===== src/design/srtt_pkg.sv =====
// Shared types and constants for the scaled RTP timestamp tracker.
// Holds the mode codes, configuration indexes and the structs between modules.
// No dependencies.
package srtt_pkg;

    localparam int unsigned TS_W     = 32;
    localparam int unsigned SN_W     = 16;
    localparam int unsigned STRIDE_W = 29;
    localparam int unsigned REP_W    = 4;
    localparam int unsigned IN_W     = 48;
    localparam int unsigned OUT_W    = 96;

    // tracking modes, as reported on the output
    typedef enum logic [1:0] {
        MODE_INIT   = 2'd0,
        MODE_LEARN  = 2'd1,
        MODE_SCALED = 2'd2
    } t_mode;

    // configuration register indexes
    localparam logic CFG_MAX_STRIDE = 1'b0;
    localparam logic CFG_REPEAT_MIN = 1'b1;

    localparam logic [STRIDE_W-1:0] MAX_STRIDE_RST = {STRIDE_W{1'b1}};
    localparam logic [REP_W-1:0]    REPEAT_MIN_RST = 4'd3;
    localparam logic [REP_W-1:0]    REP_SAT        = {REP_W{1'b1}};

    // divider request and response
    typedef struct packed {
        logic                start;
        logic [TS_W-1:0]     dividend;
        logic [STRIDE_W-1:0] divisor;
    } t_div_req;

    typedef struct packed {
        logic                done;
        logic [TS_W-1:0]     quot;
        logic [STRIDE_W-1:0] rem;
    } t_div_rsp;

    // one result word
    typedef struct packed {
        logic                deducible;
        logic [TS_W-1:0]     scaled;
        logic [STRIDE_W-1:0] offset;
        logic [STRIDE_W-1:0] stride;
        t_mode               mode;
    } t_result;

endpackage


===== src/design/srtt_div.sv =====
// Radix-2 restoring divider, 32-bit dividend by 29-bit divisor, one bit a cycle.
// Shared by both divisions of a packet. Depends on srtt_pkg.
module srtt_div
    import srtt_pkg::*;
(
    input  logic     i_clk,
    input  logic     i_rst_n,
    input  t_div_req i_req,
    output t_div_rsp o_rsp
);

    logic                r_busy, n_busy;
    logic                r_done, n_done;
    logic [4:0]          r_cnt, n_cnt;
    logic [TS_W-1:0]     r_dvd, n_dvd;
    logic [STRIDE_W-1:0] r_rem, n_rem;
    logic [STRIDE_W-1:0] r_dsr, n_dsr;

    logic [STRIDE_W:0]   w_trial;
    logic [STRIDE_W:0]   w_diff;
    logic                w_fits;

    // one shift-subtract step
    assign w_trial = {r_rem, r_dvd[TS_W-1]};
    assign w_fits  = (w_trial >= {1'b0, r_dsr});
    assign w_diff  = w_trial - {1'b0, r_dsr};

    always_comb begin
        n_busy = r_busy;
        n_done = 1'b0;
        n_cnt  = r_cnt;
        n_dvd  = r_dvd;
        n_rem  = r_rem;
        n_dsr  = r_dsr;
        if (i_req.start) begin
            n_busy = 1'b1;
            n_cnt  = '0;
            n_dvd  = i_req.dividend;
            n_rem  = '0;
            n_dsr  = i_req.divisor;
        end else if (r_busy) begin
            n_rem = w_fits ? w_diff[STRIDE_W-1:0] : w_trial[STRIDE_W-1:0];
            n_dvd = {r_dvd[TS_W-2:0], w_fits};
            n_cnt = r_cnt + 5'd1;
            if (r_cnt == 5'd31) begin
                n_busy = 1'b0;
                n_done = 1'b1;
            end
        end
    end

    always_ff @(posedge i_clk) begin
        if (!i_rst_n) begin
            r_busy <= 1'b0;
            r_done <= 1'b0;
            r_cnt  <= '0;
        end else begin
            r_busy <= n_busy;
            r_done <= n_done;
            r_cnt  <= n_cnt;
        end
        r_dvd <= n_dvd;
        r_rem <= n_rem;
        r_dsr <= n_dsr;
    end

    assign o_rsp.done = r_done;
    assign o_rsp.quot = r_dvd;
    assign o_rsp.rem  = r_rem;

endmodule


===== src/design/srtt_ctrl.sv =====
// Sequencer and tracking state: deltas, mode changes and result register.
// Drives the shared divider. Depends on srtt_pkg.
module srtt_ctrl
    import srtt_pkg::*;
(
    input  logic                i_clk,
    input  logic                i_rst_n,
    input  logic                i_in_valid,
    output logic                o_in_ready,
    input  logic [TS_W-1:0]     i_ts,
    input  logic [SN_W-1:0]     i_sn,
    input  logic [STRIDE_W-1:0] i_max_stride,
    input  logic [REP_W-1:0]    i_rep_min,
    output t_div_req            o_div_req,
    input  t_div_rsp            i_div_rsp,
    output logic                o_out_valid,
    input  logic                i_out_ready,
    output t_result             o_out
);

    typedef enum logic [4:0] {
        S_IDLE  = 5'b00001,
        S_DELTA = 5'b00010,
        S_DIV1  = 5'b00100,
        S_DIV2  = 5'b01000,
        S_OUT   = 5'b10000
    } t_state;

    t_state              r_state, n_state;
    logic [TS_W-1:0]     r_ts, n_ts;
    logic [SN_W-1:0]     r_sn, n_sn;
    logic [TS_W-1:0]     r_prev_ts, n_prev_ts;
    logic [SN_W-1:0]     r_prev_sn, n_prev_sn;
    logic                r_have_prev, n_have_prev;
    logic [STRIDE_W-1:0] r_stride, n_stride;
    logic [STRIDE_W-1:0] r_offset, n_offset;
    logic [TS_W-1:0]     r_scaled, n_scaled;
    t_mode               r_mode, n_mode;
    logic [REP_W-1:0]    r_rep, n_rep;
    logic                r_ded, n_ded;
    logic [STRIDE_W-1:0] r_ts_delta, n_ts_delta;
    logic [SN_W-1:0]     r_sn_delta, n_sn_delta;
    logic                r_learn, n_learn;
    t_result             r_out, n_out;
    logic                r_out_valid, n_out_valid;

    logic [TS_W-1:0]     w_ts_delta;
    logic [SN_W-1:0]     w_sn_delta;
    logic [REP_W-1:0]    w_rep_base;
    logic [REP_W-1:0]    w_rep_inc;
    logic [STRIDE_W-1:0] w_off;
    logic [TS_W-1:0]     w_sc;
    logic [TS_W-1:0]     w_sc_up;
    logic [TS_W-1:0]     w_sc_down;

    // absolute deltas against the previous packet
    assign w_ts_delta = (r_ts >= r_prev_ts) ? (r_ts - r_prev_ts) : (r_prev_ts - r_ts);
    assign w_sn_delta = (r_sn >= r_prev_sn) ? (r_sn - r_prev_sn) : (r_prev_sn - r_sn);

    // repeat counter on the learning path
    assign w_rep_base = ((r_ts_delta != r_stride) || (i_div_rsp.rem != r_offset)) ?
                        '0 : r_rep;
    assign w_rep_inc  = (w_rep_base == REP_SAT) ? REP_SAT : (w_rep_base + 4'd1);

    // offset and scaled value on the scaled path; zero stride gives zeros
    assign w_off     = (r_stride == '0) ? '0 : i_div_rsp.rem;
    assign w_sc      = (r_stride == '0) ? '0 : i_div_rsp.quot;
    assign w_sc_up   = w_sc - r_scaled;
    assign w_sc_down = r_scaled - w_sc;

    always_comb begin
        n_state     = r_state;
        n_ts        = r_ts;
        n_sn        = r_sn;
        n_prev_ts   = r_prev_ts;
        n_prev_sn   = r_prev_sn;
        n_have_prev = r_have_prev;
        n_stride    = r_stride;
        n_offset    = r_offset;
        n_scaled    = r_scaled;
        n_mode      = r_mode;
        n_rep       = r_rep;
        n_ded       = r_ded;
        n_ts_delta  = r_ts_delta;
        n_sn_delta  = r_sn_delta;
        n_learn     = r_learn;
        n_out       = r_out;
        n_out_valid = r_out_valid;
        o_div_req.start    = 1'b0;
        o_div_req.dividend = r_ts;
        o_div_req.divisor  = r_stride;

        // result word taken downstream
        if (r_out_valid && i_out_ready) begin
            n_out_valid = 1'b0;
        end

        case (r_state)
            S_IDLE: begin
                if (i_in_valid) begin
                    n_ts    = i_ts;
                    n_sn    = i_sn;
                    n_state = S_DELTA;
                end
            end
            // classify the packet and, unless it goes straight to the output, launch the first division
            S_DELTA: begin
                n_ded      = 1'b0;
                n_ts_delta = w_ts_delta[STRIDE_W-1:0];
                n_sn_delta = w_sn_delta;
                if (!r_have_prev) begin
                    n_have_prev = 1'b1;
                    n_state     = S_OUT;
                end else if ((w_ts_delta == '0) ||
                             (w_ts_delta > {3'b000, i_max_stride})) begin
                    n_mode  = MODE_INIT;
                    n_state = S_OUT;
                end else if (r_mode == MODE_SCALED) begin
                    n_learn = 1'b0;
                    o_div_req.start = 1'b1;
                    if (w_ts_delta[STRIDE_W-1:0] != r_stride) begin
                        if (r_stride == '0) begin
                            n_mode   = MODE_LEARN;
                            n_rep    = '0;
                            n_stride = w_ts_delta[STRIDE_W-1:0];
                            o_div_req.divisor = w_ts_delta[STRIDE_W-1:0];
                            n_state  = S_DIV2;
                        end else begin
                            o_div_req.dividend = w_ts_delta;
                            n_state = S_DIV1;
                        end
                    end else begin
                        n_state = S_DIV2;
                    end
                end else begin
                    n_learn = 1'b1;
                    if (r_mode != MODE_LEARN) begin
                        n_rep = '0;
                    end
                    n_mode = MODE_LEARN;
                    o_div_req.start   = 1'b1;
                    o_div_req.divisor = w_ts_delta[STRIDE_W-1:0];
                    n_state = S_DIV2;
                end
            end
            // delta against stride: not a multiple, or a jump
            S_DIV1: begin
                if (i_div_rsp.done) begin
                    o_div_req.start = 1'b1;
                    if (i_div_rsp.rem != '0) begin
                        n_mode   = MODE_LEARN;
                        n_rep    = '0;
                        n_stride = r_ts_delta;
                        o_div_req.divisor = r_ts_delta;
                    end else if (i_div_rsp.quot != {16'h0000, r_sn_delta}) begin
                        n_mode = MODE_LEARN;
                        n_rep  = '0;
                    end
                    n_state = S_DIV2;
                end
            end
            // timestamp by stride: offset and scaled value
            S_DIV2: begin
                if (i_div_rsp.done) begin
                    if (r_learn) begin
                        n_stride = r_ts_delta;
                        n_offset = i_div_rsp.rem;
                        n_scaled = i_div_rsp.quot;
                        n_rep    = w_rep_inc;
                        if (w_rep_inc >= i_rep_min) begin
                            n_mode = MODE_SCALED;
                        end
                    end else begin
                        n_offset = w_off;
                        n_scaled = w_sc;
                        if (r_mode == MODE_SCALED) begin
                            if (w_sc >= r_scaled) begin
                                n_ded = (r_sn >= r_prev_sn) &&
                                        (w_sc_up == {16'h0000, r_sn_delta});
                            end else begin
                                n_ded = (r_prev_sn >= r_sn) &&
                                        (w_sc_down == {16'h0000, r_sn_delta});
                            end
                        end
                        // timestamp below the previous one with a moved offset
                        if ((r_ts < r_prev_ts) && (r_offset != w_off)) begin
                            n_mode = MODE_LEARN;
                            n_rep  = '0;
                        end
                    end
                    n_state = S_OUT;
                end
            end
            // hand the word to the output register
            S_OUT: begin
                if (!r_out_valid || i_out_ready) begin
                    n_out.mode      = r_mode;
                    n_out.stride    = r_stride;
                    n_out.offset    = r_offset;
                    n_out.scaled    = r_scaled;
                    n_out.deducible = r_ded;
                    n_out_valid     = 1'b1;
                    n_prev_ts       = r_ts;
                    n_prev_sn       = r_sn;
                    n_state         = S_IDLE;
                end
            end
            default: begin
                n_state = S_IDLE;
            end
        endcase
    end

    always_ff @(posedge i_clk) begin
        if (!i_rst_n) begin
            r_state     <= S_IDLE;
            r_prev_ts   <= '0;
            r_prev_sn   <= '0;
            r_have_prev <= 1'b0;
            r_stride    <= '0;
            r_offset    <= '0;
            r_scaled    <= '0;
            r_mode      <= MODE_INIT;
            r_rep       <= '0;
            r_ded       <= 1'b0;
            r_out_valid <= 1'b0;
        end else begin
            r_state     <= n_state;
            r_prev_ts   <= n_prev_ts;
            r_prev_sn   <= n_prev_sn;
            r_have_prev <= n_have_prev;
            r_stride    <= n_stride;
            r_offset    <= n_offset;
            r_scaled    <= n_scaled;
            r_mode      <= n_mode;
            r_rep       <= n_rep;
            r_ded       <= n_ded;
            r_out_valid <= n_out_valid;
        end
        r_ts       <= n_ts;
        r_sn       <= n_sn;
        r_ts_delta <= n_ts_delta;
        r_sn_delta <= n_sn_delta;
        r_learn    <= n_learn;
        r_out      <= n_out;
    end

    assign o_in_ready  = (r_state == S_IDLE);
    assign o_out_valid = r_out_valid;
    assign o_out       = r_out;

endmodule


===== src/design/scaled_rtp_timestamp_tracker_unit.sv =====
// Top level of the scaled RTP timestamp tracker: configuration registers,
// sequencer and shared divider. Depends on srtt_pkg, srtt_ctrl, srtt_div.
//
// Usage:
//   s_axis carries one word per packet: RTP timestamp and sequence number.
//   m_axis returns one word per packet: mode, stride, offset, scaled
//   timestamp and the deducible flag, reflecting the state after the packet.
//   The cfg channel writes max_encodable_stride (index 0) and
//   stride_repeat_min (index 1); it is always ready. The user must make sure it
//   is written while idle; the block itself does not enforce this.
// Processing:
//   A first arrival or a zero or out-of-range delta skips the divider; others
//   take one 32-step pass of the radix-2 divider, two if the stride changed
//   while scaled. s_axis_tready is high only while the sequencer waits for a packet.
// Reset:
//   i_rst_n (synchronous, active low) clears the tracking state to the
//   initial mode and restores both configuration registers to their defaults.
// Stall:
//   The result sits in an output register; the next packet is accepted and
//   processed meanwhile, and finishes only once that register is free.
module scaled_rtp_timestamp_tracker_unit
    import srtt_pkg::*;
(
    input  logic                i_clk,
    input  logic                i_rst_n,
    input  logic                s_axis_tvalid,
    output logic                s_axis_tready,
    input  logic [IN_W-1:0]     s_axis_tdata,  // timestamp[31:0], seq_num[47:32]
    output logic                m_axis_tvalid,
    input  logic                m_axis_tready,
    output logic [OUT_W-1:0]    m_axis_tdata,  // mode[1:0], stride[30:2], offset[59:31],
                                               // scaled[91:60], deducible[92], zero[95:93]
    input  logic                i_cfg_valid,
    output logic                o_cfg_ready,
    input  logic                i_cfg_index,
    input  logic [STRIDE_W-1:0] i_cfg_data
);

    logic [STRIDE_W-1:0] r_max_stride;
    logic [REP_W-1:0]    r_rep_min;
    t_div_req            w_div_req;
    t_div_rsp            w_div_rsp;
    t_result             w_out;

    // configuration registers
    always_ff @(posedge i_clk) begin
        if (!i_rst_n) begin
            r_max_stride <= MAX_STRIDE_RST;
            r_rep_min    <= REPEAT_MIN_RST;
        end else if (i_cfg_valid) begin
            case (i_cfg_index)
                CFG_MAX_STRIDE: r_max_stride <= i_cfg_data;
                CFG_REPEAT_MIN: r_rep_min    <= i_cfg_data[REP_W-1:0];
                default: begin
                end
            endcase
        end
    end

    assign o_cfg_ready = 1'b1;

    srtt_ctrl u_ctrl (
        .i_clk        (i_clk),
        .i_rst_n      (i_rst_n),
        .i_in_valid   (s_axis_tvalid),
        .o_in_ready   (s_axis_tready),
        .i_ts         (s_axis_tdata[31:0]),
        .i_sn         (s_axis_tdata[47:32]),
        .i_max_stride (r_max_stride),
        .i_rep_min    (r_rep_min),
        .o_div_req    (w_div_req),
        .i_div_rsp    (w_div_rsp),
        .o_out_valid  (m_axis_tvalid),
        .i_out_ready  (m_axis_tready),
        .o_out        (w_out)
    );

    srtt_div u_div (
        .i_clk   (i_clk),
        .i_rst_n (i_rst_n),
        .i_req   (w_div_req),
        .o_rsp   (w_div_rsp)
    );

    // pack the result word, first field lowest
    assign m_axis_tdata = {3'b000, w_out.deducible, w_out.scaled, w_out.offset,
                           w_out.stride, w_out.mode};

endmodule


===== config.mk =====
export PLATFORM = sky130hd
export DESIGN_NAME = scaled_rtp_timestamp_tracker_unit
export DESIGN_NICKNAME = d
export VERILOG_FILES = /design/src/design/srtt_pkg.sv /design/src/design/srtt_div.sv /design/src/design/srtt_ctrl.sv /design/src/design/scaled_rtp_timestamp_tracker_unit.sv
export SDC_FILE = /design/constraint.sdc
export NUM_CORES = 1
export LEC_CHECK = 0
export ABC_AREA = 1
export BUFFER_PORTS_ARGS = -buffer_cell sky130_fd_sc_hd__buf_2
export CAP_MARGIN = 20
export CORE_AREA = 2 2 332 236
export DETAILED_ROUTE_END_ITERATION = 6
export DIE_AREA = 0 0 334 238
export GPL_TIMING_DRIVEN = 0
export HOLD_SLACK_MARGIN = 0.05
export SYNTH_ARGS = -nofsm -noshare
export SYNTH_HDL_FRONTEND = slang
export SYNTH_SLANG_ARGS = --single-unit

===== constraint.sdc =====
create_clock -name i_clk -period 8 [get_ports i_clk]
set_input_delay 1.6 -clock i_clk [delete_from_list [all_inputs] [get_ports i_clk]]
set_output_delay 1.6 -clock i_clk [all_outputs]
set_load 0.01 [all_outputs]

Yosys cells after proc, flatten, opt, wreduce, memory -nomap -nowiden
Cells that the tools add are included.
{"block": "word_totals", "out_inout_bits": 99, "elab_cells": 192, "inputBits": 83, "register_bits": 469}
{"block": "classes", "bitwise": 4, "muxes": 80, "add_sub_neg": 9, "n_eq_ne": 35, "n_lt_le_gt_ge": 8, "reduce_logical": 27}
{"cell": "two-way mux 29 bit", "count": 13}
{"cell": "two-way mux 32 bit", "count": 8}
{"cell": "subtractor 32 bit", "count": 4}
{"cell": "two-way mux 62 bit", "count": 2}
{"cell": "inequality test 29 bit", "count": 4}
{"cell": "case mux 29 bit (3 select lines)", "count": 1}
{"cell": "two-way mux 4 bit", "count": 17}
{"cell": "== test 32 x 16 -> 1 bit", "count": 2}
{"cell": ">= comparator 32 bit", "count": 2}
{"cell": "two-way mux 61 bit", "count": 1}
{"cell": "case mux 29 bit (2 select lines)", "count": 1}
{"cell": ">= comparator 16 bit", "count": 2}
{"cell": "> comparator 32 x 29 -> 1 bit", "count": 1}
{"cell": "zero test 32 bit", "count": 1}
{"cell": "< comparator 32 bit", "count": 1}
{"cell": "inequality test 32 x 16 -> 1 bit", "count": 1}
{"cell": "subtractor 16 bit", "count": 2}
{"cell": ">= comparator 30 x 29 -> 1 bit", "count": 1}
{"cell": "two-way mux 5 bit", "count": 6}
{"cell": "zero test 29 bit", "count": 1}
{"cell": "nonzero test 29 bit", "count": 1}
{"cell": "subtractor 29 bit", "count": 1}
{"cell": "case mux 5 bit (5 select lines)", "count": 1}
{"cell": "two-way mux 2 bit", "count": 12}
{"cell": "36 further kinds", "count": 77}

Longest topological paths before layout
{"block": "depth", "ltp_word": 10, "mapped_depth": 42, "mapped_depth_nobuf": 39}

Cells and area by module
A second synthesis with hierarchy kept.
{"block": "unflattened", "hier_cells": 5109, "area_unflattened_um2": 34753.3}
{"mod": "srtt_ctrl", "n_inst": 1, "area_per_inst_um2": 27373.8, "cells_each": 4071, "seq_area_each_um2": 8658.3}
{"mod": "srtt_div", "n_inst": 1, "area_per_inst_um2": 6107.1, "cells_each": 879, "seq_area_each_um2": 2552.4}
{"mod": "scaled_rtp_timestamp_tracker_unit", "n_inst": 1, "area_per_inst_um2": 1272.5, "cells_each": 159, "seq_area_each_um2": 660.6}

Worst setup path after synthesis
Ideal clock, no wire load.
{"block": "synth_timing", "path_type": "reg2reg", "start": "reg u_ctrl.r_state[2]", "end": "reg u_div.r_dvd[0], enable pin", "stages_incl_launch_ff": 11, "required_ns": 7.623, "n_path_buf": 1, "path_slack_ns": 2.819, "arrival_time_ns": 4.804, "synth_period_minus_slack_ns": 5.181, "setup_ns": 0.377, "cell_sequence": "dfxtp_1 nor2_1 inv_1 nor4_2 inv_1 nor2_4 inv_2 nand2_2 inv_2 nand2_1 buf_2"}
{"block": "synth_via", "elab_chain_cells": 3, "elab_cells_between_ends": 4, "classes_between": "eq/ne (2); mux (1); reduce/logical (1)"}
{"element": "start: declaration", "line_no": "srtt_ctrl.sv:29", "source": "t_state r_state, n_state;"}
{"element": "start signal: assignment", "line_no": "srtt_ctrl.sv:228", "source": "r_state <= n_state;"}
{"element": "== test 5 x 3 -> 1 bit or == test 5 x 2 -> 1 bit (tied branches)", "line_no": "srtt_ctrl.sv:98", "source": "case (r_state)"}
{"element": "case mux 1 bit (2 select lines) (*)", "line_no": "srtt_ctrl.sv:98"}
{"element": "nonzero test 2 bit (no line) (*)"}
{"element": "end signal: assignment", "line_no": "srtt_div.sv:62", "source": "r_dvd <= n_dvd;"}
{"element": "end: declaration", "line_no": "srtt_div.sv:15", "source": "logic [TS_W-1:0] r_dvd, n_dvd;"}
Mark *: on every way between the ends. The rest lies on a longest branch, timed or not.
A chain may end at the register's enable or synchronous reset.

Worst setup path after layout
{"block": "layout_timing", "start": "reg u_ctrl.r_stride[27]", "end": "reg u_ctrl.r_ded"}
{"block": "layout_via", "elab_chain_cells": 10, "elab_cells_between_ends": 14, "classes_between": "add/sub (2); order compare (1); eq/ne (2); mux (6); reduce/logical (3)"}
{"element": "start: declaration", "line_no": "srtt_ctrl.sv:35", "source": "logic [STRIDE_W-1:0] r_stride, n_stride;"}
{"element": "start signal: assignment", "line_no": "srtt_ctrl.sv:232", "source": "r_stride <= n_stride;"}
{"element": "zero test 29 bit (*)", "line_no": "srtt_ctrl.sv:67", "source": "assign w_sc = (r_stride == '0) ? '0 : i_div_rsp.quot;"}
{"element": "two-way mux 32 bit (*)", "line_no": "srtt_ctrl.sv:67"}
{"element": "subtractor 32 bit (on tied branches)", "line_no": "srtt_ctrl.sv:69, srtt_ctrl.sv:68"}
{"element": "== test 32 x 16 -> 1 bit (on tied branches)", "line_no": "srtt_ctrl.sv:182, srtt_ctrl.sv:179"}
{"element": "logical AND 1 bit (on tied branches)", "line_no": "srtt_ctrl.sv:181, srtt_ctrl.sv:178"}
{"element": "two-way mux 1 bit (*)", "line_no": "srtt_ctrl.sv:177", "source": "if (w_sc >= r_scaled) begin"}
{"element": "two-way mux 1 bit (*)", "line_no": "srtt_ctrl.sv:176", "source": "if (r_mode == MODE_SCALED) begin"}
{"element": "two-way mux 1 bit (*)", "line_no": "srtt_ctrl.sv:165", "source": "if (r_learn) begin"}
{"element": "two-way mux 1 bit (*)", "line_no": "srtt_ctrl.sv:164", "source": "if (i_div_rsp.done) begin"}
{"element": "case mux 1 bit (2 select lines) (*)", "line_no": "srtt_ctrl.sv:98"}
{"element": "end signal: assignment", "line_no": "srtt_ctrl.sv:237", "source": "r_ded <= n_ded;"}
{"element": "end: declaration", "line_no": "srtt_ctrl.sv:40", "source": "logic r_ded, n_ded;"}
Mark *: on every way between the ends. The rest lies on a longest branch, timed or not. The select of a mux whose other input is x is not followed.

==> impl_metrics.ini <==
[timing]
timing.final.crit_share_pct = 87.3
setup_viol = 0
report.final.hold_viol_count = 0
rsz_0062_raised_after_global_routing = no
max_slew_margin_pct = 29.6
number_of_pins_with_negative_max_slew_slack_in_the_final_report = 0
max_slew.worst_pin.slew_ns = 1.06
timing.clock.skew_ns = 0.0373
fmax_mhz = 143
setup_total_negative_slack_ns = 0
finalCriticalPeriod_ns = 6.98

[synth]
ys_types = 61
dominantRegCellSynth = edfxtp_1
ys_warn_count = 0
synth_edf_count = 248
syn_area_per_cell_um2 = 7.13
asr_flop_ratio_synth_pct = 0
syn-cell-area_um2 = 34000
synth-seq-cells = 469
synth_cells = 4772
share_of_synthesized_area_occupied_by_flip_flops_and_latches_pct = 34.9

[finish]
num-nets-final = 5326
finished_core_util_pct = 50.0
final_design_area_no_fill_um2 = 38000
layout-drive-gt1-share_pct = 8.19
antennaDiodeCount = 0
final_cells = 6055
syn2layout_area_growth_pct = 11.8

[clocking]
cts-root-to-sink-buffers = 3
clock_tree.htree_level_count = 2
clk_latency_ns = 0.64
cts-buffers-inserted = 51
cts-root-buf = clkbuf_16
post_cts_resized = 0
clk_transition_reported_paths_ns = 0.06
clock_net_sink_count = 469
postCtsSetupRepairBufs = 0
cts_tree = built
post_cts_hold_buffer_count = 0

[floorplan]
die_height_um = 238
die_area_um2 = 79500
top_ports = 182
rows = 85
design.core.area_um2 = 76100
initial_cell_density_of_the_core_pct = 44.7
die_width_um = 334

[detailed_routing]
route.detailed.vias_per_inst = 5.67
first_pass_iters = 7
routed_wl_um = 135000
drt.antenna.violating_nets = 0
avgRoutedWirePerCell_um = 22.2
detail_route.drc_violations = 0
drt_iter0_drc = 4240
detailroute.via_count = 34300

[global_route]
grt_max_degree = 42
globalRouteOverflowTotal = 0
global_route_usage_sum_pct = 32.9
antenna_found_initial = 5
grt_pass1_vias = 30300
first_pass_grt_wire_length_um = 196000

[placement]
postPlaceCellArea_um2 = 36300
dp_hpwl_um = 110000
globalplace.congestion = 1.04
placement.io_buffers = 176
placedCellCount = 5959

[setup_path]
timing.critical_path.arrival_ns = 7.54
timing.reg2reg.setup_slack_ns = 1.02
critPathLaunchType = flop
critical_path_required_ns = 8.56
critical_path_class = reg -> reg
worstSetupEndpointType = flop
worstReg2RegStart = u_ctrl.r_stride[27]$_SDFFE_PN0P_
regToRegEndpoint = u_ctrl.r_ded$_SDFFE_PN0P_
critical-path-slowest-cell = clkbuf_1
crit_path_frequent_cell = nand2_1
crit_fanout = 10
reg2regPathDepth = 26
critical_path.max_stage_delay_ns = 0.73

[min_path]
worstHoldPathCells = 0
startpoint_of_the_most_critical_hold_path = u_ctrl.r_stride[17]$_SDFFE_PN0P_
hp-class = reg -> reg
hold_end = u_ctrl.o_out[19]$_DFFE_PP_

[pwr]
leakage_uw = 0.0175
vdd_drop_max_mv = 0.174
power.total_uw = 7740
powerDensity_nw_per_um2 = 203

[status]
outcome = finished, final reports clean

[run]
timing.max_cap.violations = 0
[cell usage in the layout, fill, tap and decap left out, types with 15 or more instances in the layout]
cell | synthesis | layout
nand2_1 | 1098 | 1098
nor4_1 | 31 | 31
nand2_2 | 27 | 27
a221o_1 | 17 | 17
edfxtp_1 | 248 | 248
nand3_1 | 202 | 202
o211ai_1 | 77 | 77
inv_1 | 740 | 740
ha_1 | 223 | 223
o21ai_0 | 240 | 240
o21ai_1 | 32 | 32
clkbuf_1 | 119 | 125
a21oi_1 | 359 | 359
nand4_1 | 114 | 114
o21bai_1 | 17 | 17
a31oi_1 | 43 | 43
xnor2_1 | 64 | 64
nor2_1 | 449 | 448
dfxtp_1 | 221 | 221
o22ai_1 | 34 | 34
a211oi_1 | 57 | 57
buf_2 | 31 | 207
nor3_1 | 41 | 41
nor2_2 | 15 | 15
buf_4 | 19 | 21
clkbuf_16 | 0 | 51
xor2_1 | 88 | 88
a21o_1 | 18 | 18
[worst max-delay path by stage]
stage | from | to
floorplan | u_ctrl.r_state[2]$_SDFFE_PN0P_ | u_div.r_dvd[0]$_DFFE_PP_
CTS | u_ctrl.r_stride[27]$_SDFFE_PN0P_ | u_ctrl.r_ded$_SDFFE_PN0P_
detailed placement | u_ctrl.r_stride[7]$_SDFFE_PN0P_ | u_ctrl.r_ded$_SDFFE_PN0P_
global placement | u_ctrl.r_state[2]$_SDFFE_PN0P_ | u_div.r_dvd[10]$_DFFE_PP_
global route | u_ctrl.r_stride[27]$_SDFFE_PN0P_ | u_ctrl.r_ded$_SDFFE_PN0P_
finish | u_ctrl.r_stride[27]$_SDFFE_PN0P_ | u_ctrl.r_ded$_SDFFE_PN0P_
[synth_stat cells, drive strengths merged, types with 64 or more instances]
cell type	number	share of area (%)
a21oi	362	5.4
buf	67	1.2
clkbuf	122	1.4
dfxtp	221	13
edfxtp	248	22
ha	223	8.2
inv	752	8.3
nand2	1127	13
nand3	205	3.1
nand4	114	2.1
nor2	471	5.5
o211ai	77	1.7
o21ai	272	4.0
xnor2	64	1.6
xor2	88	2.3
[layer usage]
| metal | vias up | GRT usage, % | part of all wire, % |
|---|---|---|---|
| li1 | 16300 | - | - |
| met5 | - | 0 | 0.032 |
| met3 | 154 | 8.13 | 12 |
| met2 | 1729 | 44.0 | 38 |
| met4 | 6 | 6.83 | 2.0 |
| met1 | 16200 | 52.1 | 48 |
[worst max-delay path: cells and delay by family, from the launching register on]
family                     cells  cell delay (ns)
and+or+nand+nor               14             2.70
adders and majority gates      1             0.31
buffers and inverters          6             2.17
DFF                            1             0.43
xor gates and xnor gates       1             0.18
AOI/OAI and AO/OA              4             1.11
[layout make-up]
class	instances	area, µm²
repair buffers	186	1040
inverters	753	2830
flip-flops and latches	469	11900
multi-input cells	3363	18500
well taps	1000	1250
clock buffers	63	1370
plain buffers	189	900
clock inverters	32	327
fillers	7907	38100
[state kept, by name, summed over array words and instances (netlist names), 5 cells and up]
register and count:
u_div.r_rem 29, r_max_stride 29, u_div.r_dsr 29, u_div.r_dvd 32, u_ctrl.o_out 93, u_ctrl.r_ts 32
u_div.r_cnt 5, u_ctrl.r_ts_delta 29, u_ctrl.r_sn 16, u_ctrl.r_sn_delta 16, u_ctrl.r_scaled 32, u_ctrl.r_stride 29
u_ctrl.r_prev_sn 16, u_ctrl.r_state 5, u_ctrl.r_prev_ts 32, u_ctrl.r_offset 29
[through the flow]
step	hold WS, ns	setup WS, ns
finish	0.432	1.02
global route	0.445	0.708
CTS	0.429	0.965
detailed placement	0.415	0.976
global placement	0.412	-0.378
floorplan	0.402	2.82
[power by group]
group / leakage (µW) / switching (µW) / internal (µW)
Clock: 0.000811 / 1080 / 1360
Sequential: 0.00406 / 70.0 / 2620
Combinational: 0.0127 / 1870 / 751
Total: 0.0175 / 3010 / 4730
[cells by family (layout without fill, tap and decap cells)]
kind of cell    Yosys count  after routing  share of synthesized area (%)
simple gates           2020           2020                           25.1
compound gates          953            953                           16.4
buf+inv                 942           1223                           11.0
flops                   469            469                           34.9
fa+ha+maj               230            230                           8.61
xor+xnor                152            152                           3.91
mux                       4              4                          0.118
other cells               2              4                         0.0221
No activity file was read; power rests on OpenSTA's default activity.
